`src/hw/rtl/i2cm_pkg.sv`:
```
`timescale 1ns / 1ps

package i2cm_pkg;

    localparam int unsigned PHASE_W = 5;
    localparam int unsigned UNIT_W  = 16;
    localparam logic [UNIT_W-1:0] UNIT_RESET = 16'd80;
    localparam logic [7:0] MSB_MASK = 8'h80;
    localparam logic [3:0] BITS_PER_BYTE = 4'd8;

    // raw command codes on the input port
    localparam logic [2:0] CMD_NONE  = 3'd0;
    localparam logic [2:0] CMD_START = 3'd1;
    localparam logic [2:0] CMD_WRITE = 3'd2;
    localparam logic [2:0] CMD_READ  = 3'd3;
    localparam logic [2:0] CMD_STOP  = 3'd4;

    // engine phases
    localparam logic [PHASE_W-1:0] PH_IDLE_FREE = 5'd0;
    localparam logic [PHASE_W-1:0] PH_IDLE_HELD = 5'd1;
    localparam logic [PHASE_W-1:0] PH_ST_PRE    = 5'd2;
    localparam logic [PHASE_W-1:0] PH_ST_A      = 5'd3;
    localparam logic [PHASE_W-1:0] PH_ST_B1     = 5'd4;
    localparam logic [PHASE_W-1:0] PH_ST_B2     = 5'd5;
    localparam logic [PHASE_W-1:0] PH_ST_C1     = 5'd6;
    localparam logic [PHASE_W-1:0] PH_ST_C2     = 5'd7;
    localparam logic [PHASE_W-1:0] PH_WB_LO     = 5'd8;
    localparam logic [PHASE_W-1:0] PH_WB_HI     = 5'd9;
    localparam logic [PHASE_W-1:0] PH_WA_LO     = 5'd10;
    localparam logic [PHASE_W-1:0] PH_WA_HI     = 5'd11;
    localparam logic [PHASE_W-1:0] PH_WA_TAIL   = 5'd12;
    localparam logic [PHASE_W-1:0] PH_RB_LO     = 5'd13;
    localparam logic [PHASE_W-1:0] PH_RB_HI     = 5'd14;
    localparam logic [PHASE_W-1:0] PH_RA_LO     = 5'd15;
    localparam logic [PHASE_W-1:0] PH_RA_HI     = 5'd16;
    localparam logic [PHASE_W-1:0] PH_RA_TAIL   = 5'd17;
    localparam logic [PHASE_W-1:0] PH_SP_A      = 5'd18;
    localparam logic [PHASE_W-1:0] PH_SP_B      = 5'd19;
    localparam logic [PHASE_W-1:0] PH_SP_C      = 5'd20;

    typedef enum logic [2:0] {
        OP_NONE,
        OP_START,
        OP_WRITE,
        OP_READ,
        OP_STOP
    } op_t;

    typedef struct packed {
        op_t        op;
        logic [7:0] payload;
        logic       last;
        logic       sda;
    } item_t;

    typedef struct packed {
        logic       scl;
        logic       sda_out;
        logic       sda_drive;
        logic       busy;
        logic       done;
        logic       nack;
        logic [7:0] read_data;
    } result_t;

    typedef struct packed {
        logic scl;
        logic sda_out;
        logic sda_drive;
    } pins_t;

    // bus levels per phase; released sda reads as high
    function automatic pins_t phase_pins(input logic [PHASE_W-1:0] phase,
                                         input logic msb, input logic final_byte);
        pins_t p;
        p = '{scl: 1'b0, sda_out: 1'b1, sda_drive: 1'b0};
        case (phase)
            PH_IDLE_FREE: p = '{scl: 1'b1, sda_out: 1'b1, sda_drive: 1'b0};
            PH_IDLE_HELD: p = '{scl: 1'b0, sda_out: 1'b1, sda_drive: 1'b0};
            PH_ST_PRE:    p = '{scl: 1'b0, sda_out: 1'b1, sda_drive: 1'b1};
            PH_ST_A:      p = '{scl: 1'b1, sda_out: 1'b1, sda_drive: 1'b1};
            PH_ST_B1:     p = '{scl: 1'b1, sda_out: 1'b0, sda_drive: 1'b1};
            PH_ST_B2:     p = '{scl: 1'b1, sda_out: 1'b0, sda_drive: 1'b1};
            PH_ST_C1:     p = '{scl: 1'b0, sda_out: 1'b0, sda_drive: 1'b1};
            PH_ST_C2:     p = '{scl: 1'b0, sda_out: 1'b0, sda_drive: 1'b1};
            PH_WB_LO:     p = '{scl: 1'b0, sda_out: msb, sda_drive: 1'b1};
            PH_WB_HI:     p = '{scl: 1'b1, sda_out: msb, sda_drive: 1'b1};
            PH_WA_LO:     p = '{scl: 1'b0, sda_out: 1'b1, sda_drive: 1'b0};
            PH_WA_HI:     p = '{scl: 1'b1, sda_out: 1'b1, sda_drive: 1'b0};
            PH_WA_TAIL:   p = '{scl: 1'b0, sda_out: 1'b0, sda_drive: 1'b1};
            PH_RB_LO:     p = '{scl: 1'b0, sda_out: 1'b1, sda_drive: 1'b0};
            PH_RB_HI:     p = '{scl: 1'b1, sda_out: 1'b1, sda_drive: 1'b0};
            PH_RA_LO:     p = '{scl: 1'b0, sda_out: final_byte, sda_drive: 1'b1};
            PH_RA_HI:     p = '{scl: 1'b1, sda_out: final_byte, sda_drive: 1'b1};
            PH_RA_TAIL:   p = '{scl: 1'b0, sda_out: 1'b1, sda_drive: 1'b0};
            PH_SP_A:      p = '{scl: 1'b0, sda_out: 1'b0, sda_drive: 1'b1};
            PH_SP_B:      p = '{scl: 1'b1, sda_out: 1'b0, sda_drive: 1'b1};
            PH_SP_C:      p = '{scl: 1'b1, sda_out: 1'b1, sda_drive: 1'b1};
            default:      p = '{scl: 1'b1, sda_out: 1'b1, sda_drive: 1'b0};
        endcase
        return p;
    endfunction

endpackage

```
`src/hw/rtl/i2cm_fifo.sv`:
```
`timescale 1ns / 1ps

module i2cm_fifo #(
    parameter int unsigned W = 8
) (
    input  logic         clk,
    input  logic         rst_n,
    input  logic         push,
    input  logic [W-1:0] wdata,
    output logic         full,
    input  logic         pop,
    output logic [W-1:0] rdata,
    output logic         empty
);

    logic [W-1:0] mem [2];
    logic         wr_ptr_reg;
    logic         wr_ptr_next;
    logic         rd_ptr_reg;
    logic         rd_ptr_next;
    logic [1:0]   count_reg;
    logic [1:0]   count_next;
    logic         do_push;
    logic         do_pop;

    assign full    = (count_reg == 2'd2);
    assign empty   = (count_reg == 2'd0);
    assign do_push = push && !full;
    assign do_pop  = pop && !empty;
    assign rdata   = mem[rd_ptr_reg];

    always_comb
    begin
        wr_ptr_next = wr_ptr_reg ^ do_push;
        rd_ptr_next = rd_ptr_reg ^ do_pop;
        count_next  = count_reg + {1'b0, do_push} - {1'b0, do_pop};
    end

    always_ff @(posedge clk)
    begin
        if (do_push)
        begin
            mem[wr_ptr_reg] <= wdata;
        end
    end

    always_ff @(posedge clk or negedge rst_n)
    begin
        if (!rst_n)
        begin
            wr_ptr_reg <= 1'b0;
            rd_ptr_reg <= 1'b0;
            count_reg  <= 2'd0;
        end
        else
        begin
            wr_ptr_reg <= wr_ptr_next;
            rd_ptr_reg <= rd_ptr_next;
            count_reg  <= count_next;
        end
    end

    assert property (@(posedge clk) disable iff (!rst_n) count_reg != 2'd3)
        else $error("fifo count out of range");
    assert property (@(posedge clk) disable iff (!rst_n)
        (do_push && !do_pop) |=> (count_reg == $past(count_reg) + 2'd1))
        else $error("fifo count missed a push");
    assert property (@(posedge clk) disable iff (!rst_n)
        (count_reg == 2'd1) |-> (wr_ptr_reg != rd_ptr_reg))
        else $error("fifo pointers disagree with count");

endmodule

```
`src/hw/rtl/i2cm_front.sv`:
```
`timescale 1ns / 1ps

module i2cm_front (
    input  logic            clk,
    input  logic            rst_n,
    input  logic            push,
    output logic            full,
    input  logic [2:0]      command,
    input  logic [6:0]      address,
    input  logic            read_mode,
    input  logic [7:0]      data,
    input  logic            last,
    input  logic            sda_in,
    input  logic            item_pop,
    output i2cm_pkg::item_t item,
    output logic            item_empty
);

    import i2cm_pkg::*;

    item_t decoded;
    op_t   op;

    // unknown codes become no-ops here so the engine never sees them
    always_comb
    begin
        unique case (command)
            CMD_START: op = OP_START;
            CMD_WRITE: op = OP_WRITE;
            CMD_READ:  op = OP_READ;
            CMD_STOP:  op = OP_STOP;
            default:   op = OP_NONE;
        endcase
        decoded.op      = op;
        decoded.payload = (op == OP_START) ? {address, read_mode} : data;
        decoded.last    = last;
        decoded.sda     = sda_in;
    end

    i2cm_fifo #(
        .W ($bits(item_t))
    ) u_cmd_fifo (
        .clk   (clk),
        .rst_n (rst_n),
        .push  (push),
        .wdata (decoded),
        .full  (full),
        .pop   (item_pop),
        .rdata (item),
        .empty (item_empty)
    );

endmodule

```
`src/hw/rtl/i2cm_back.sv`:
```
`timescale 1ns / 1ps

module i2cm_back (
    input  logic                             clk,
    input  logic                             rst_n,
    input  logic [i2cm_pkg::UNIT_W-1:0]      unit_ticks,
    input  i2cm_pkg::item_t                  item,
    input  logic                             item_empty,
    output logic                             item_pop,
    input  logic                             res_pop,
    output i2cm_pkg::result_t                res,
    output logic                             res_empty
);

    import i2cm_pkg::*;

    logic [PHASE_W-1:0] phase_reg;
    logic [PHASE_W-1:0] phase_next;
    logic [3:0]         bit_index_reg;
    logic [3:0]         bit_index_next;
    logic [7:0]         shifter_reg;
    logic [7:0]         shifter_next;
    logic [UNIT_W-1:0]  tick_count_reg;
    logic [UNIT_W-1:0]  tick_count_next;
    logic               nack_flag_reg;
    logic               nack_flag_next;
    logic               final_byte_reg;
    logic               final_byte_next;
    logic [7:0]         received_reg;
    logic [7:0]         received_next;

    logic               res_full;
    logic               take;
    logic               idle;
    logic               held;
    logic               done;
    logic [UNIT_W-1:0]  unit;
    logic               seg_end;
    logic [3:0]         bit_inc;
    pins_t              pins;
    result_t            result;

    assign take     = !item_empty && !res_full;
    assign item_pop = take;
    assign idle     = (phase_reg == PH_IDLE_FREE) || (phase_reg == PH_IDLE_HELD);
    assign held     = (phase_reg == PH_IDLE_HELD);
    assign unit     = (unit_ticks == '0) ? UNIT_W'(1) : unit_ticks;
    assign seg_end  = ({1'b0, tick_count_reg} + 17'd1) >= {1'b0, unit};
    assign bit_inc  = bit_index_reg + 4'd1;

    always_comb
    begin
        phase_next      = phase_reg;
        bit_index_next  = bit_index_reg;
        shifter_next    = shifter_reg;
        tick_count_next = tick_count_reg;
        nack_flag_next  = nack_flag_reg;
        final_byte_next = final_byte_reg;
        received_next   = received_reg;
        done            = 1'b0;

        if (idle)
        begin
            unique case (item.op)
                OP_START:
                begin
                    shifter_next    = item.payload;
                    bit_index_next  = '0;
                    tick_count_next = '0;
                    phase_next      = held ? PH_ST_PRE : PH_ST_A;
                end
                OP_WRITE:
                begin
                    if (held)
                    begin
                        shifter_next    = item.payload;
                        bit_index_next  = '0;
                        tick_count_next = '0;
                        phase_next      = PH_WB_LO;
                    end
                end
                OP_READ:
                begin
                    if (held)
                    begin
                        shifter_next    = '0;
                        bit_index_next  = '0;
                        final_byte_next = item.last;
                        tick_count_next = '0;
                        phase_next      = PH_RB_LO;
                    end
                end
                OP_STOP:
                begin
                    if (held)
                    begin
                        tick_count_next = '0;
                        phase_next      = PH_SP_A;
                    end
                end
                default:
                begin
                end
            endcase
        end
        else if (seg_end)
        begin
            tick_count_next = '0;
            case (phase_reg)
                PH_ST_PRE: phase_next = PH_ST_A;
                PH_ST_A:   phase_next = PH_ST_B1;
                PH_ST_B1:  phase_next = PH_ST_B2;
                PH_ST_B2:  phase_next = PH_ST_C1;
                PH_ST_C1:  phase_next = PH_ST_C2;
                PH_ST_C2:  phase_next = PH_WB_LO;
                PH_WB_LO:  phase_next = PH_WB_HI;
                PH_WB_HI:
                begin
                    shifter_next   = {shifter_reg[6:0], 1'b0};
                    bit_index_next = bit_inc;
                    phase_next     = (bit_inc >= BITS_PER_BYTE) ? PH_WA_LO : PH_WB_LO;
                end
                PH_WA_LO:  phase_next = PH_WA_HI;
                PH_WA_HI:
                begin
                    // slave ack sampled at the end of the high segment
                    nack_flag_next = item.sda;
                    phase_next     = PH_WA_TAIL;
                end
                PH_WA_TAIL:
                begin
                    if (nack_flag_reg)
                    begin
                        phase_next = PH_SP_A;
                    end
                    else
                    begin
                        phase_next = PH_IDLE_HELD;
                        done       = 1'b1;
                    end
                end
                PH_RB_LO:  phase_next = PH_RB_HI;
                PH_RB_HI:
                begin
                    shifter_next   = {shifter_reg[6:0], item.sda};
                    bit_index_next = bit_inc;
                    if (bit_inc >= BITS_PER_BYTE)
                    begin
                        received_next = {shifter_reg[6:0], item.sda};
                        phase_next    = PH_RA_LO;
                    end
                    else
                    begin
                        phase_next = PH_RB_LO;
                    end
                end
                PH_RA_LO:  phase_next = PH_RA_HI;
                PH_RA_HI:  phase_next = PH_RA_TAIL;
                PH_RA_TAIL:
                begin
                    phase_next = PH_IDLE_HELD;
                    done       = 1'b1;
                end
                PH_SP_A:   phase_next = PH_SP_B;
                PH_SP_B:   phase_next = PH_SP_C;
                PH_SP_C:
                begin
                    phase_next = PH_IDLE_FREE;
                    done       = 1'b1;
                end
                default:   phase_next = PH_IDLE_FREE;
            endcase
        end
        else
        begin
            tick_count_next = tick_count_reg + UNIT_W'(1);
        end

        pins = phase_pins(phase_next, |(shifter_next & MSB_MASK), final_byte_next);
        result.scl       = pins.scl;
        result.sda_out   = pins.sda_out;
        result.sda_drive = pins.sda_drive;
        result.busy      = (phase_next != PH_IDLE_FREE) && (phase_next != PH_IDLE_HELD);
        result.done      = done;
        result.nack      = nack_flag_next;
        result.read_data = received_next;
    end

    always_ff @(posedge clk or negedge rst_n)
    begin
        if (!rst_n)
        begin
            phase_reg      <= PH_IDLE_FREE;
            bit_index_reg  <= '0;
            shifter_reg    <= '0;
            tick_count_reg <= '0;
            nack_flag_reg  <= 1'b0;
            final_byte_reg <= 1'b0;
            received_reg   <= '0;
        end
        else if (take)
        begin
            phase_reg      <= phase_next;
            bit_index_reg  <= bit_index_next;
            shifter_reg    <= shifter_next;
            tick_count_reg <= tick_count_next;
            nack_flag_reg  <= nack_flag_next;
            final_byte_reg <= final_byte_next;
            received_reg   <= received_next;
        end
    end

    i2cm_fifo #(
        .W ($bits(result_t))
    ) u_res_fifo (
        .clk   (clk),
        .rst_n (rst_n),
        .push  (take),
        .wdata (result),
        .full  (res_full),
        .pop   (res_pop),
        .rdata (res),
        .empty (res_empty)
    );

    assert property (@(posedge clk) disable iff (!rst_n)
        (take && done) |=> (phase_reg == PH_IDLE_FREE || phase_reg == PH_IDLE_HELD))
        else $error("done without returning to idle");
    assert property (@(posedge clk) disable iff (!rst_n) bit_index_reg <= BITS_PER_BYTE)
        else $error("bit index past one byte");
    assert property (@(posedge clk) disable iff (!rst_n)
        (phase_reg == PH_WA_LO || phase_reg == PH_RA_LO) |-> (bit_index_reg == BITS_PER_BYTE))
        else $error("ack phase entered before eight bits");

endmodule

```
`src/hw/rtl/i2c_master_bit_engine.sv`:
```
`timescale 1ns / 1ps

// i2c master bit engine
// input queue: push/full. each transaction is one timebase tick carrying an
// optional command (start, write, read, stop) and the sampled sda level.
// result queue: empty/pop. exactly one result per input tick, in order, with
// the scl/sda levels, busy, a one-tick done pulse, the nack flag and the
// last received byte.
// config channel: cfg_valid/cfg_ready/cfg_data writes unit_ticks (ticks per
// bus timing segment, 0 behaves as 1); cfg_ready is always high.
// a pushed tick is registered in the decode queue, then the engine writes its
// result into the result queue, from which it can be popped.
// throughput: one tick per cycle while the result queue has room.
// each side has a 2-entry queue, so a stalled consumer fills the result
// queue, then the engine holds, then full rises; a push while full is ignored.
// reset: engine in the bus-free phase (scl high, sda released), unit_ticks 80, queues empty.

module i2c_master_bit_engine (
    input  logic        clk,
    input  logic        rst_n,
    input  logic        push,
    output logic        full,
    input  logic [2:0]  command,
    input  logic [6:0]  address,
    input  logic        read_mode,
    input  logic [7:0]  data,
    input  logic        last,
    input  logic        sda_in,
    output logic        empty,
    input  logic        pop,
    output logic        scl,
    output logic        sda_out,
    output logic        sda_drive,
    output logic        busy_res,
    output logic        done_res,
    output logic        nack,
    output logic [7:0]  read_data,
    input  logic        cfg_valid,
    output logic        cfg_ready,
    input  logic [15:0] cfg_data
);

    import i2cm_pkg::*;

    logic [UNIT_W-1:0] unit_ticks_reg;
    logic [UNIT_W-1:0] unit_ticks_next;
    item_t             item;
    logic              item_empty;
    logic              item_pop;
    result_t           res;

    assign cfg_ready       = 1'b1;
    assign unit_ticks_next = (cfg_valid && cfg_ready) ? cfg_data : unit_ticks_reg;

    always_ff @(posedge clk or negedge rst_n)
    begin
        if (!rst_n)
        begin
            unit_ticks_reg <= UNIT_RESET;
        end
        else
        begin
            unit_ticks_reg <= unit_ticks_next;
        end
    end

    i2cm_front u_front (
        .clk        (clk),
        .rst_n      (rst_n),
        .push       (push),
        .full       (full),
        .command    (command),
        .address    (address),
        .read_mode  (read_mode),
        .data       (data),
        .last       (last),
        .sda_in     (sda_in),
        .item_pop   (item_pop),
        .item       (item),
        .item_empty (item_empty)
    );

    i2cm_back u_back (
        .clk        (clk),
        .rst_n      (rst_n),
        .unit_ticks (unit_ticks_reg),
        .item       (item),
        .item_empty (item_empty),
        .item_pop   (item_pop),
        .res_pop    (pop),
        .res        (res),
        .res_empty  (empty)
    );

    assign scl       = res.scl;
    assign sda_out   = res.sda_out;
    assign sda_drive = res.sda_drive;
    assign busy_res  = res.busy;
    assign done_res  = res.done;
    assign nack      = res.nack;
    assign read_data = res.read_data;

endmodule
```
`config.mk`:
```
export PLATFORM = sky130hd
export DESIGN_NAME = i2c_master_bit_engine
export DESIGN_NICKNAME = d
export VERILOG_FILES = /design/src/hw/rtl/i2cm_pkg.sv /design/src/hw/rtl/i2cm_fifo.sv /design/src/hw/rtl/i2cm_front.sv /design/src/hw/rtl/i2cm_back.sv /design/src/hw/rtl/i2c_master_bit_engine.sv
export SDC_FILE = /design/constraint.sdc
export NUM_CORES = 1
export LEC_CHECK = 0
export BUFFER_PORTS_ARGS = -buffer_cell sky130_fd_sc_hd__buf_2
export CORE_ASPECT_RATIO = 0.8
export CORE_MARGIN = 2
export CORE_UTILIZATION = 64
export DETAILED_ROUTE_END_ITERATION = 7
export PLACE_DENSITY = 0.93
export REMOVE_ABC_BUFFERS = 1
export SYNTH_ARGS = -nofsm -noshare
export SYNTH_HDL_FRONTEND = slang
export SYNTH_SLANG_ARGS = --single-unit
```
`constraint.sdc`:
```
create_clock -name clk -period 10.5 [get_ports clk]
set_input_delay 1.05 -clock clk [delete_from_list [all_inputs] [get_ports clk]]
set_output_delay 1.05 -clock clk [all_outputs]
set_load 0.005 [all_outputs]
```
==> results of run 1 <==
[Yosys cell counts (all sizes together), types with 2 or more instances]
cell type	instances	area, sq um
dfstp	2	52.6
a21oi	24	120
o311ai	2	17.5
o21ai	35	175
inv	39	146
xor2	7	61.3
a2111oi	2	37.5
nor4	8	65.1
o31ai	2	15.0
o211ai	6	50.1
edfxtp	54	1620
mux2i	6	60.1
nand3	17	90.1
o32ai	2	17.5
xnor2	15	131
a32o	16	161
a22oi	2	15.0
buf	8	46.3
clkbuf	19	71.3
nor3	11	71.3
or3	2	12.5
dfrtp	65	1630
o22ai	2	12.5
nand2b	6	37.5
and3	3	18.8
nor2	28	108
o221ai	4	35.0
a221oi	6	52.6
a211oi	4	35.0
nand4	11	81.3
nand2	52	195
nor3b	3	22.5
ha	26	325
a31oi	3	18.8
nor2b	6	37.5
mux2	52	586
[routing by layer]
layer / track usage / share of wire
met5: 0 / 0
met3: 0.0894 / 0.089
met2: 0.447 / 0.48
met1: 0.375 / 0.41
met4: 0.0924 / 0.029
[layout by cell type, fill, tap and decap left out, drive strengths merged, types with 3 or more instances in the layout]
master | netlist | layout
dfrtp | 65 | 65
buf | 8 | 60
edfxtp | 54 | 54
nand2 | 52 | 52
mux2 | 52 | 52
inv | 39 | 41
o21ai | 35 | 35
nor2 | 28 | 28
ha | 26 | 26
a21oi | 24 | 24
clkbuf | 19 | 18
nand3 | 17 | 17
a32o | 16 | 16
xnor2 | 15 | 15
nand4 | 11 | 11
nor3 | 11 | 11
nor4 | 8 | 8
clkinv | 1 | 8
xor2 | 7 | 7
nand2b | 6 | 6
mux2i | 6 | 6
nor2b | 6 | 6
a221oi | 6 | 6
o211ai | 6 | 6
o221ai | 4 | 4
a211oi | 4 | 4
nor3b | 3 | 3
and3 | 3 | 3
a31oi | 3 | 3
bufinv | 0 | 3
[through the flow]
| step | total power, mW | std cells |
|---|---|---|
| floorplan | 1.12 | 539 |
| global placement | 1.27 | 735 |
| detailed placement | 1.31 | 735 |
| CTS | 1.92 | 767 |
| global route | 2.02 | 767 |
| finish | 1.93 | 767 |
[report_power, final]
group | switching (mW) | total (mW) | internal [mW]
clock | 0.215 | 0.595 | 0.380
combinational | 0.337 | 0.578 | 0.240
sequential | 0.115 | 0.756 | 0.642
total | 0.667 | 1.93 | 1.26
[worst max-delay path: stages, from the launching register on]
cell      delay (ns)
dfrtp_1         0.45
nand3_1         0.14
nor2_1          0.20
nand4_1         0.25
nor2_1          0.24
nand3_1         0.13
xnor2_1         0.26
ha_1            0.30
nand4_1         0.14
nor4_1          0.08
a211oi_2        0.20
o211a_2         0.59
nor4_1          0.13
a2111o_2        0.55
nor2_1          0.22
o211ai_1        0.18
a32o_2          0.28
[area by class of cell]
cell class,count,area share
sequential,121,0.450
multi-input combinational,378,0.381
clock buffer,18,0.0599
timing repair buffer,60,0.0420
clock inverter,14,0.0234
tap,136,0.0232
inverter,40,0.0205
[worst paths after layout]
path | slack (ns) | end | from
max in group asynchronous | 9.11 | u_front.u_cmd_fifo.count_reg[1] | rst_n
min reg2reg | 0.51 | unit_ticks_reg[0] | unit_ticks_reg[0]
min in group asynchronous | 0.82 | unit_ticks_reg[12] | rst_n
max reg2reg | 5.90 | u_back.u_res_fifo.mem[0][12] | u_back.tick_count_reg[2]
min | 0.51 | unit_ticks_reg[0] | unit_ticks_reg[0]
max | 5.90 | u_back.u_res_fifo.mem[0][12] | u_back.tick_count_reg[2]
[cells by family after synthesis]
group,count (synthesis)
muxes,58
and+or+nand+nor,153
adders and majority gates,26
other,1
AOI/OAI and AO/OA,118
xor gates and xnor gates,22
DFF,121
buffers and inverters,67
==> flow_metrics.tcl, run 1 <==
set metrics [dict create \
    status "finished clean" \
    worst_hold_path_type "flop to flop" \
    netlist_instances 566 \
    required_ns 10.67 \
    cts_tree "built" \
    core_region_area_sq_mm 0.00965 \
    period_needed_ns 4.60 \
    synth_warnings 0 \
    fillers 523 \
    grt_max_degree 68 \
    grt_first_pass_wirelength_um 23300 \
    largest_register_ffs 28 \
    postCtsHoldBufs 0 \
    ctsLongestPathBuffers 2 \
    fmax_ghz 0.217 \
    multi_input_area_sq_mm 0.00280 \
    ys.flop_type "dfrtp_1" \
    power.density_mw_per_mm2 263 \
    drive_above_1_share 0.254 \
    antenna_found_initial 0 \
    synthesis.area_sq_mm 0.00636 \
    setup_viol 0 \
    synth_mux_area_frac 0.101 \
    top_regs "u_back.u_res_fifo.mem x28, u_front.u_cmd_fifo.mem x26" \
    tns_ns 0 \
    place_ws_ns 6.13 \
    async_flop_share 0.554 \
    cts_root_buf "clkbuf_16" \
    rows 32 \
    die_w_um 115 \
    leakage_nw 3.11 \
    dr.pass1.iters 6 \
    wire_per_inst_um 18.7 \
    ctsResizeCount 0 \
    start_kind "flop" \
    final_util 0.760 \
    cp.arrival_ns 4.77 \
    holdPathStages 1 \
    clock-sinks 121 \
    worst_r2r_path_depth 16 \
    synth_top_family_by_area "compound AO/OA/AOI/OAI gates" \
    cap_violations 0 \
    post_cts.repair.setup_buffers 0 \
    finalWorstSetupSlack_ns 5.90 \
    grt_pass1_vias 4719 \
    fin_crit_sh 0.438 \
    synth-adder-area-share 0.0511 \
    drv_slew 0 \
    chipHeight_um 93.2 \
    antenna_left 0 \
    cts_buffers 17 \
    maxSlewHeadroom 0.159 \
    worst_setup_path_end_kind "flop" \
    whs_ns 0.513 \
    drc 0 \
    ys_ff_latch 121 \
    worst-slew-pin-transition_ns 1.26 \
    synth_xor_area_frac 0.0303 \
    vias 4835 \
    syn_avg_cell_area_sq_um 11.2 \
    dieArea_sq_mm 0.0108 \
    grtUsageTotal 0.284 \
    worstSetupPathType "flop to flop" \
    synthDistinctLibCells 65 \
    synth_edf_count 54 \
    htree_num_levels 4 \
    clk_pin_slew_ns 0.06 \
    largest_register "u_back.u_res_fifo.mem" \
    gp_congestion 1.00 \
    path_max_fanout 23 \
    seq_area_sq_mm 0.00330 \
    seq_area_frac_synth 0.519 \
    port_buffers 57 \
    final_nets 686 \
    hold_viol 0 \
    insertion_delay_ns 0.42 \
    io_pins 59 \
    synth-simple-area-share 0.124 \
    start_util 0.660 \
    fin_worst_skew_ns 0.00742 \
    diodes 0 \
    dp_hpwl_um 9320 \
    drt-initial-drc-count 695 \
    postPlaceCellArea_sq_mm 0.00673 \
    final_area_sq_mm 0.00734 \
    peakVddDrop_v 0.000203 \
    rsz0062_at_grt "no" \
    gr-total-overflow 0 \
    area_growth_pct 15.3 \
    viasPerCell 6.30 \
    routed_wirelength_um 14400 \
    synth-compound-area-share 0.132 \
]
Power figures use the tool's default switching activity.
==> inputs of run 2 (changes only) <==
--- a/config.mk
+++ b/config.mk
@@ -8,9 +8,9 @@
 export BUFFER_PORTS_ARGS = -buffer_cell sky130_fd_sc_hd__buf_2
 export CORE_ASPECT_RATIO = 0.8
 export CORE_MARGIN = 2
-export CORE_UTILIZATION = 64
+export CORE_UTILIZATION = 60
 export DETAILED_ROUTE_END_ITERATION = 7
-export PLACE_DENSITY = 0.93
+export PLACE_DENSITY = 0.88
 export REMOVE_ABC_BUFFERS = 1
 export SYNTH_ARGS = -nofsm -noshare
 export SYNTH_HDL_FRONTEND = slang
==> constraint.sdc (replaced) <==
create_clock -name clk -period 4.3 [get_ports clk]
set_input_delay 0.43 -clock clk [delete_from_list [all_inputs] [get_ports clk]]
set_output_delay 0.43 -clock clk [all_outputs]
set_load 0.005 [all_outputs]
==> flow_metrics.tcl, run 2 (same netlist as run 1, synthesis figures left out) <==
set metrics [dict create \
    final_common_cell "dfrtp_1" \
    cts_root_buf "clkbuf_16" \
    rrSetupSlack_ns 0.06 \
    r2r-end "u_back.u_res_fifo.mem[0][12]" \
    antenna_left 0 \
    worst_hold_path_type "primary input to async pin" \
    required_ns 4.46 \
    top_regs "u_back.u_res_fifo.mem x28, u_front.u_cmd_fifo.mem x26" \
    dp_hpwl_um 9710 \
    met2_usage 0.424 \
    cp.arrival_ns 4.40 \
    fillers 648 \
    final_area_sq_mm 0.00746 \
    grt-busiest-layer "met2" \
    postPlaceCellArea_sq_mm 0.00676 \
    met1_usage 0.342 \
    cap_violations 0 \
    cp-startpoint "u_back.tick_count_reg[2]" \
    vias 4924 \
    start_util 0.619 \
    hold_viol 0 \
    clock-sinks 121 \
    port_buffers 57 \
    largest_register_ffs 28 \
    power.density_mw_per_mm2 636 \
    crit_path_end "u_back.u_res_fifo.mem[0][12]" \
    rows 33 \
    drt-initial-drc-count 734 \
    setup_viol 0 \
    dr.pass1.iters 8 \
    fin_crit_sh 0.985 \
    use_met3 0.0764 \
    die_w_um 119 \
    cts_buffers 17 \
    gp_congestion 0.912 \
    dieArea_sq_mm 0.0115 \
    viasPerCell 6.31 \
    clk_pin_slew_ns 0.06 \
    final_cell_mix "63 x dfrtp_1, 57 x buf_2, 54 x edfxtp_1" \
    core_region_area_sq_mm 0.0103 \
    htree_num_levels 4 \
    wire_per_inst_um 18.8 \
    seq_area_sq_mm 0.00330 \
    grtUsageTotal 0.260 \
    worst-slew-pin-transition_ns 0.777 \
    diodes 0 \
    status "finished clean" \
    place_ws_ns 0.143 \
    fin_worst_skew_ns 0.0100 \
    insertion_delay_ns 0.42 \
    worst_r2r_path_depth 17 \
    maxSlewHeadroom 0.482 \
    finalPower_mw 4.75 \
    final_nets 695 \
    routed_wirelength_um 14600 \
    drc 0 \
    io_pins 59 \
    fmax_ghz 0.236 \
    finalWorstSetupSlack_ns 0.0628 \
    gr-total-overflow 0 \
    worst_setup_path_end_kind "flop" \
    antenna_found_initial 0 \
    cts_tree "built" \
    peakVddDrop_v 0.000350 \
    ctsLongestPathBuffers 2 \
    period_needed_ns 4.24 \
    drv_slew 0 \
    largest_register "u_back.u_res_fifo.mem" \
    worstSetupPathType "flop to flop" \
    start_kind "flop" \
    chipHeight_um 96.1 \
    r2r-start "u_back.tick_count_reg[2]" \
    path_max_fanout 8 \
    area_growth_pct 17.2 \
    multi_input_area_sq_mm 0.00285 \
    grt_first_pass_wirelength_um 23000 \
    grt_pass1_vias 4696 \
    drive_above_1_share 0.278 \
    grt_max_degree 42 \
    leakage_nw 3.15 \
]
[run 2: cell types whose count changed in the layout (fill, tap and decap cells not counted), sizes merged]
cell / delta
o211a: +1
clkinvlp: +1
clkinv: -1
buf: +8
[run 2: worst min path at each step]
stage	from	end	slack, ns	cells after the start
2_1_floorplan	rst_n	u_back.bit_index_reg[0]	0.13	0
3_3_place_gp	rst_n	unit_ticks_reg[1]	0.45	1
3_5_place_dp	rst_n	unit_ticks_reg[3]	0.47	1
4_1_cts	rst_n	unit_ticks_reg[7]	0.03	1
5_1_grt	rst_n	unit_ticks_reg[0]	0.06	1
6_report	rst_n	unit_ticks_reg[8]	0.01	1
[run 2: final cells by class]
type                    instances  area share
clock buffers                  18      0.0589
clock inverters                14      0.0230
inverters                      40      0.0201
multi-input cells             379       0.382
flip-flops and latches        121       0.443
well taps                     140      0.0235
repair buffers                 68      0.0493
[run 2: where the power goes]
group          switching (mW)  internal [mW]
logic                   0.830          0.596
clock network           0.536          0.928
registers               0.288           1.57
total                    1.65           3.09
[run 2: worst max-delay path, cell delays in order, from the launching register on]
cell and delay, ns:
dfrtp_1 0.44, nand3_1 0.14, nor2_1 0.22, nand4_1 0.13, buf_4 0.19, nor2_2 0.15
nand3_1 0.12, xnor2_1 0.16, ha_1 0.30, nand4_1 0.14, inv_1 0.08, nand4_1 0.25
o211ai_4 0.37, mux2i_2 0.32, o311ai_0 0.28, nor2_1 0.24, o211ai_1 0.13, a32o_2 0.30
[run 2: metal layers]
layer  part of all wire  routed length, um  up-vias
li1                   -                  -     2214
met1               0.42               6200     2390
met2               0.48               7000      266
met3              0.079               1150       54
met4              0.019                274        0
met5                  0                  0        -
[run 2: what timing repair did]
| item | in CTS | in global routing |
|---|---|---|
| setup endpoints to repair | 0 | 6 |
| hold buffers | 0 | 0 |
| gates resized for setup | 0 | 10 |
| buffers inserted | 0 | 4 |
| hold endpoints to repair | 0 | 0 |
[run 2: through the flow]
step,instances,util,setup TNS [ns],hold slack (ns)
global placement,743,0.658,0,0.446
floorplan,539,-,0,0.134
finish,780,0.725,0,0.0133
CTS,775,0.717,0,0.0309
detailed placement,743,0.658,0,0.465
global route,780,0.725,-0.662,0.0551
==> inputs of run 3 (changes only) <==
--- a/config.mk
+++ b/config.mk
@@ -10,6 +10,7 @@
 export CORE_MARGIN = 2
 export CORE_UTILIZATION = 60
 export DETAILED_ROUTE_END_ITERATION = 7
+export MAX_ROUTING_LAYER = met4
 export PLACE_DENSITY = 0.88
 export REMOVE_ABC_BUFFERS = 1
 export SYNTH_ARGS = -nofsm -noshare
==> flow_metrics.tcl, run 3 (same netlist as run 1, synthesis figures left out) <==
set metrics [dict create \
    status "finished clean" \
    power_frac_seq 0.380 \
    grt_max_degree 49 \
    core_region_area_sq_mm 0.0103 \
    final_cell_mix "61 x dfrtp_1, 57 x buf_2, 54 x edfxtp_1" \
    grt_pass1_vias 4926 \
    cap_violations 0 \
    path_max_fanout 9 \
    drc 0 \
    critPathBufInv 3 \
    insertion_delay_ns 0.42 \
    worstSetupPathType "flop to flop" \
    rows 33 \
    routed_wirelength_um 15500 \
    gp_congestion 0.920 \
    final_nets 699 \
    antenna_left 0 \
    dr.pass1.iters 6 \
    vias 4984 \
    power_switching_mw 1.67 \
    peakVddDrop_v 0.000338 \
    met2_usage 0.462 \
    worst-slew-pin-transition_ns 0.816 \
    grtUsageTotal 0.287 \
    fmax_ghz 0.236 \
    holdPathStages 1 \
    slowest_delay_ns 0.55 \
    p_int_mw 3.24 \
    drt-initial-drc-count 668 \
    htree_num_levels 4 \
    whs_ns 0.210 \
    worst_setup_path_end_kind "flop" \
    final_util 0.736 \
    fillers 651 \
    drive_above_1_share 0.287 \
    largest_register_ffs 28 \
    worst_hold_path_type "primary input to flop" \
    clock-sinks 121 \
    p_sw_frac 0.341 \
    cp_top_family "simple AND/OR/NAND/NOR gates" \
    combPwrFrac 0.296 \
    cp_cell_sequence "nand3_1, nor2_2, nand4_1, buf_4, xnor2_1, ha_1, nand4_1, nor3_2, a2111oi_4, buf_4, o211a_4, buf_4, a2111o_2, or3_1, nand3_1, a32o_2" \
    fin_crit_sh 0.987 \
    dp_hpwl_um 9480 \
    drv_slew 0 \
    maxSlewHeadroom 0.456 \
    worst_r2r_path_depth 16 \
    rrSetupSlack_ns 0.06 \
    required_ns 4.58 \
    p_clk_frac 0.324 \
    grt-busiest-layer "met2" \
    chipHeight_um 96.1 \
    top_regs "u_back.u_res_fifo.mem x28, u_front.u_cmd_fifo.mem x26" \
    grt_first_pass_wirelength_um 24500 \
    die_w_um 119 \
    largest_register "u_back.u_res_fifo.mem" \
    viasPerCell 6.36 \
    diodes 0 \
    dieArea_sq_mm 0.0115 \
    start_util 0.619 \
    area_growth_pct 18.9 \
    fin_worst_skew_ns 0.00638 \
    io_pins 59 \
    cts_root_buf "clkbuf_16" \
    critPathSlowestCell "a2111o_2" \
    hold_viol 0 \
    wire_per_inst_um 19.7 \
    finalPower_mw 4.92 \
    met1_usage 0.355 \
    cts_tree "built" \
    r2r-end "u_back.u_res_fifo.mem[0][12]" \
    ctsLongestPathBuffers 2 \
    critPathMostFrequentCell "buf_4" \
    clk_pin_slew_ns 0.06 \
    tns_ns 0 \
    final_common_cell "dfrtp_1" \
    period_needed_ns 4.24 \
    cts_buffers 17 \
    setup_viol 0 \
    leakage_nw 3.20 \
    min_to "u_front.u_cmd_fifo.mem[0][0]" \
    r2r-start "u_back.tick_count_reg[3]" \
    use_met3 0.0527 \
    port_buffers 57 \
    antenna_found_initial 0 \
    gr-total-overflow 0 \
    worstHoldStart "sda_in" \
    power.density_mw_per_mm2 649 \
    cp.arrival_ns 4.52 \
    start_kind "flop" \
]
run 3: metal layers:
| layer | share of wire | vias to the layer above |
|---|---|---|
| li1 | - | 2228 |
| met1 | 0.41 | 2377 |
| met2 | 0.49 | 311 |
| met3 | 0.076 | 68 |
| met4 | 0.031 | 0 |
| met5 | 0 | - |
run 3: repair_timing:
action                                  CTS  global route
hold buffers                              1             0
buffers inserted                          0             8
endpoints found under the setup margin    0            22
resized for setup                         0            16
endpoints found under the hold margin    17             0
run 3: area by class of cell:
cell class                 instances  area [sq um]  share of cell area
inverter                          40           150              0.0198
multi-input combinational        378          2860               0.378
timing repair buffer              73           408              0.0539
tap                              140           175              0.0231
sequential                       121          3310               0.437
clock buffer                      20           489              0.0646
clock inverter                    12           181              0.0240
run 3: worst max path at each step:
| stage | from | endpoint | slack, ns | cells after the start |
|---|---|---|---|---|
| after floorplan | u_back.tick_count_reg[2] | u_back.u_res_fifo.mem[0][12] | 0.53 | 15 |
| after global placement | u_back.tick_count_reg[2] | u_back.u_res_fifo.mem[0][12] | 0.41 | 16 |
| after detailed placement | u_back.tick_count_reg[0] | u_back.u_res_fifo.mem[0][12] | 0.21 | 15 |
| after CTS | u_back.tick_count_reg[0] | u_back.u_res_fifo.mem[0][12] | 0.12 | 15 |
| after global routing | u_back.tick_count_reg[3] | u_back.u_res_fifo.mem[0][12] | -0.10 | 16 |
| final | u_back.tick_count_reg[3] | u_back.u_res_fifo.mem[0][12] | 0.06 | 16 |
run 3: metrics by stage:
stage	worst slack (ns)	area (sq um)	std cells
after floorplan	0.529	6250	539
after detailed placement	0.207	6760	743
after global placement	0.411	6760	743
after CTS	0.117	7440	776
after global routing	-0.104	7570	784
final	0.0550	7570	784
run 3: power by group through the flow:
stage	registers (mW)	logic [mW]	clock network, mW
CTS	1.85	1.40	1.60
floorplan	1.77	0.961	0
global placement	1.83	1.29	0
detailed placement	1.86	1.36	0
global route	1.90	1.60	1.66
finish	1.87	1.46	1.59
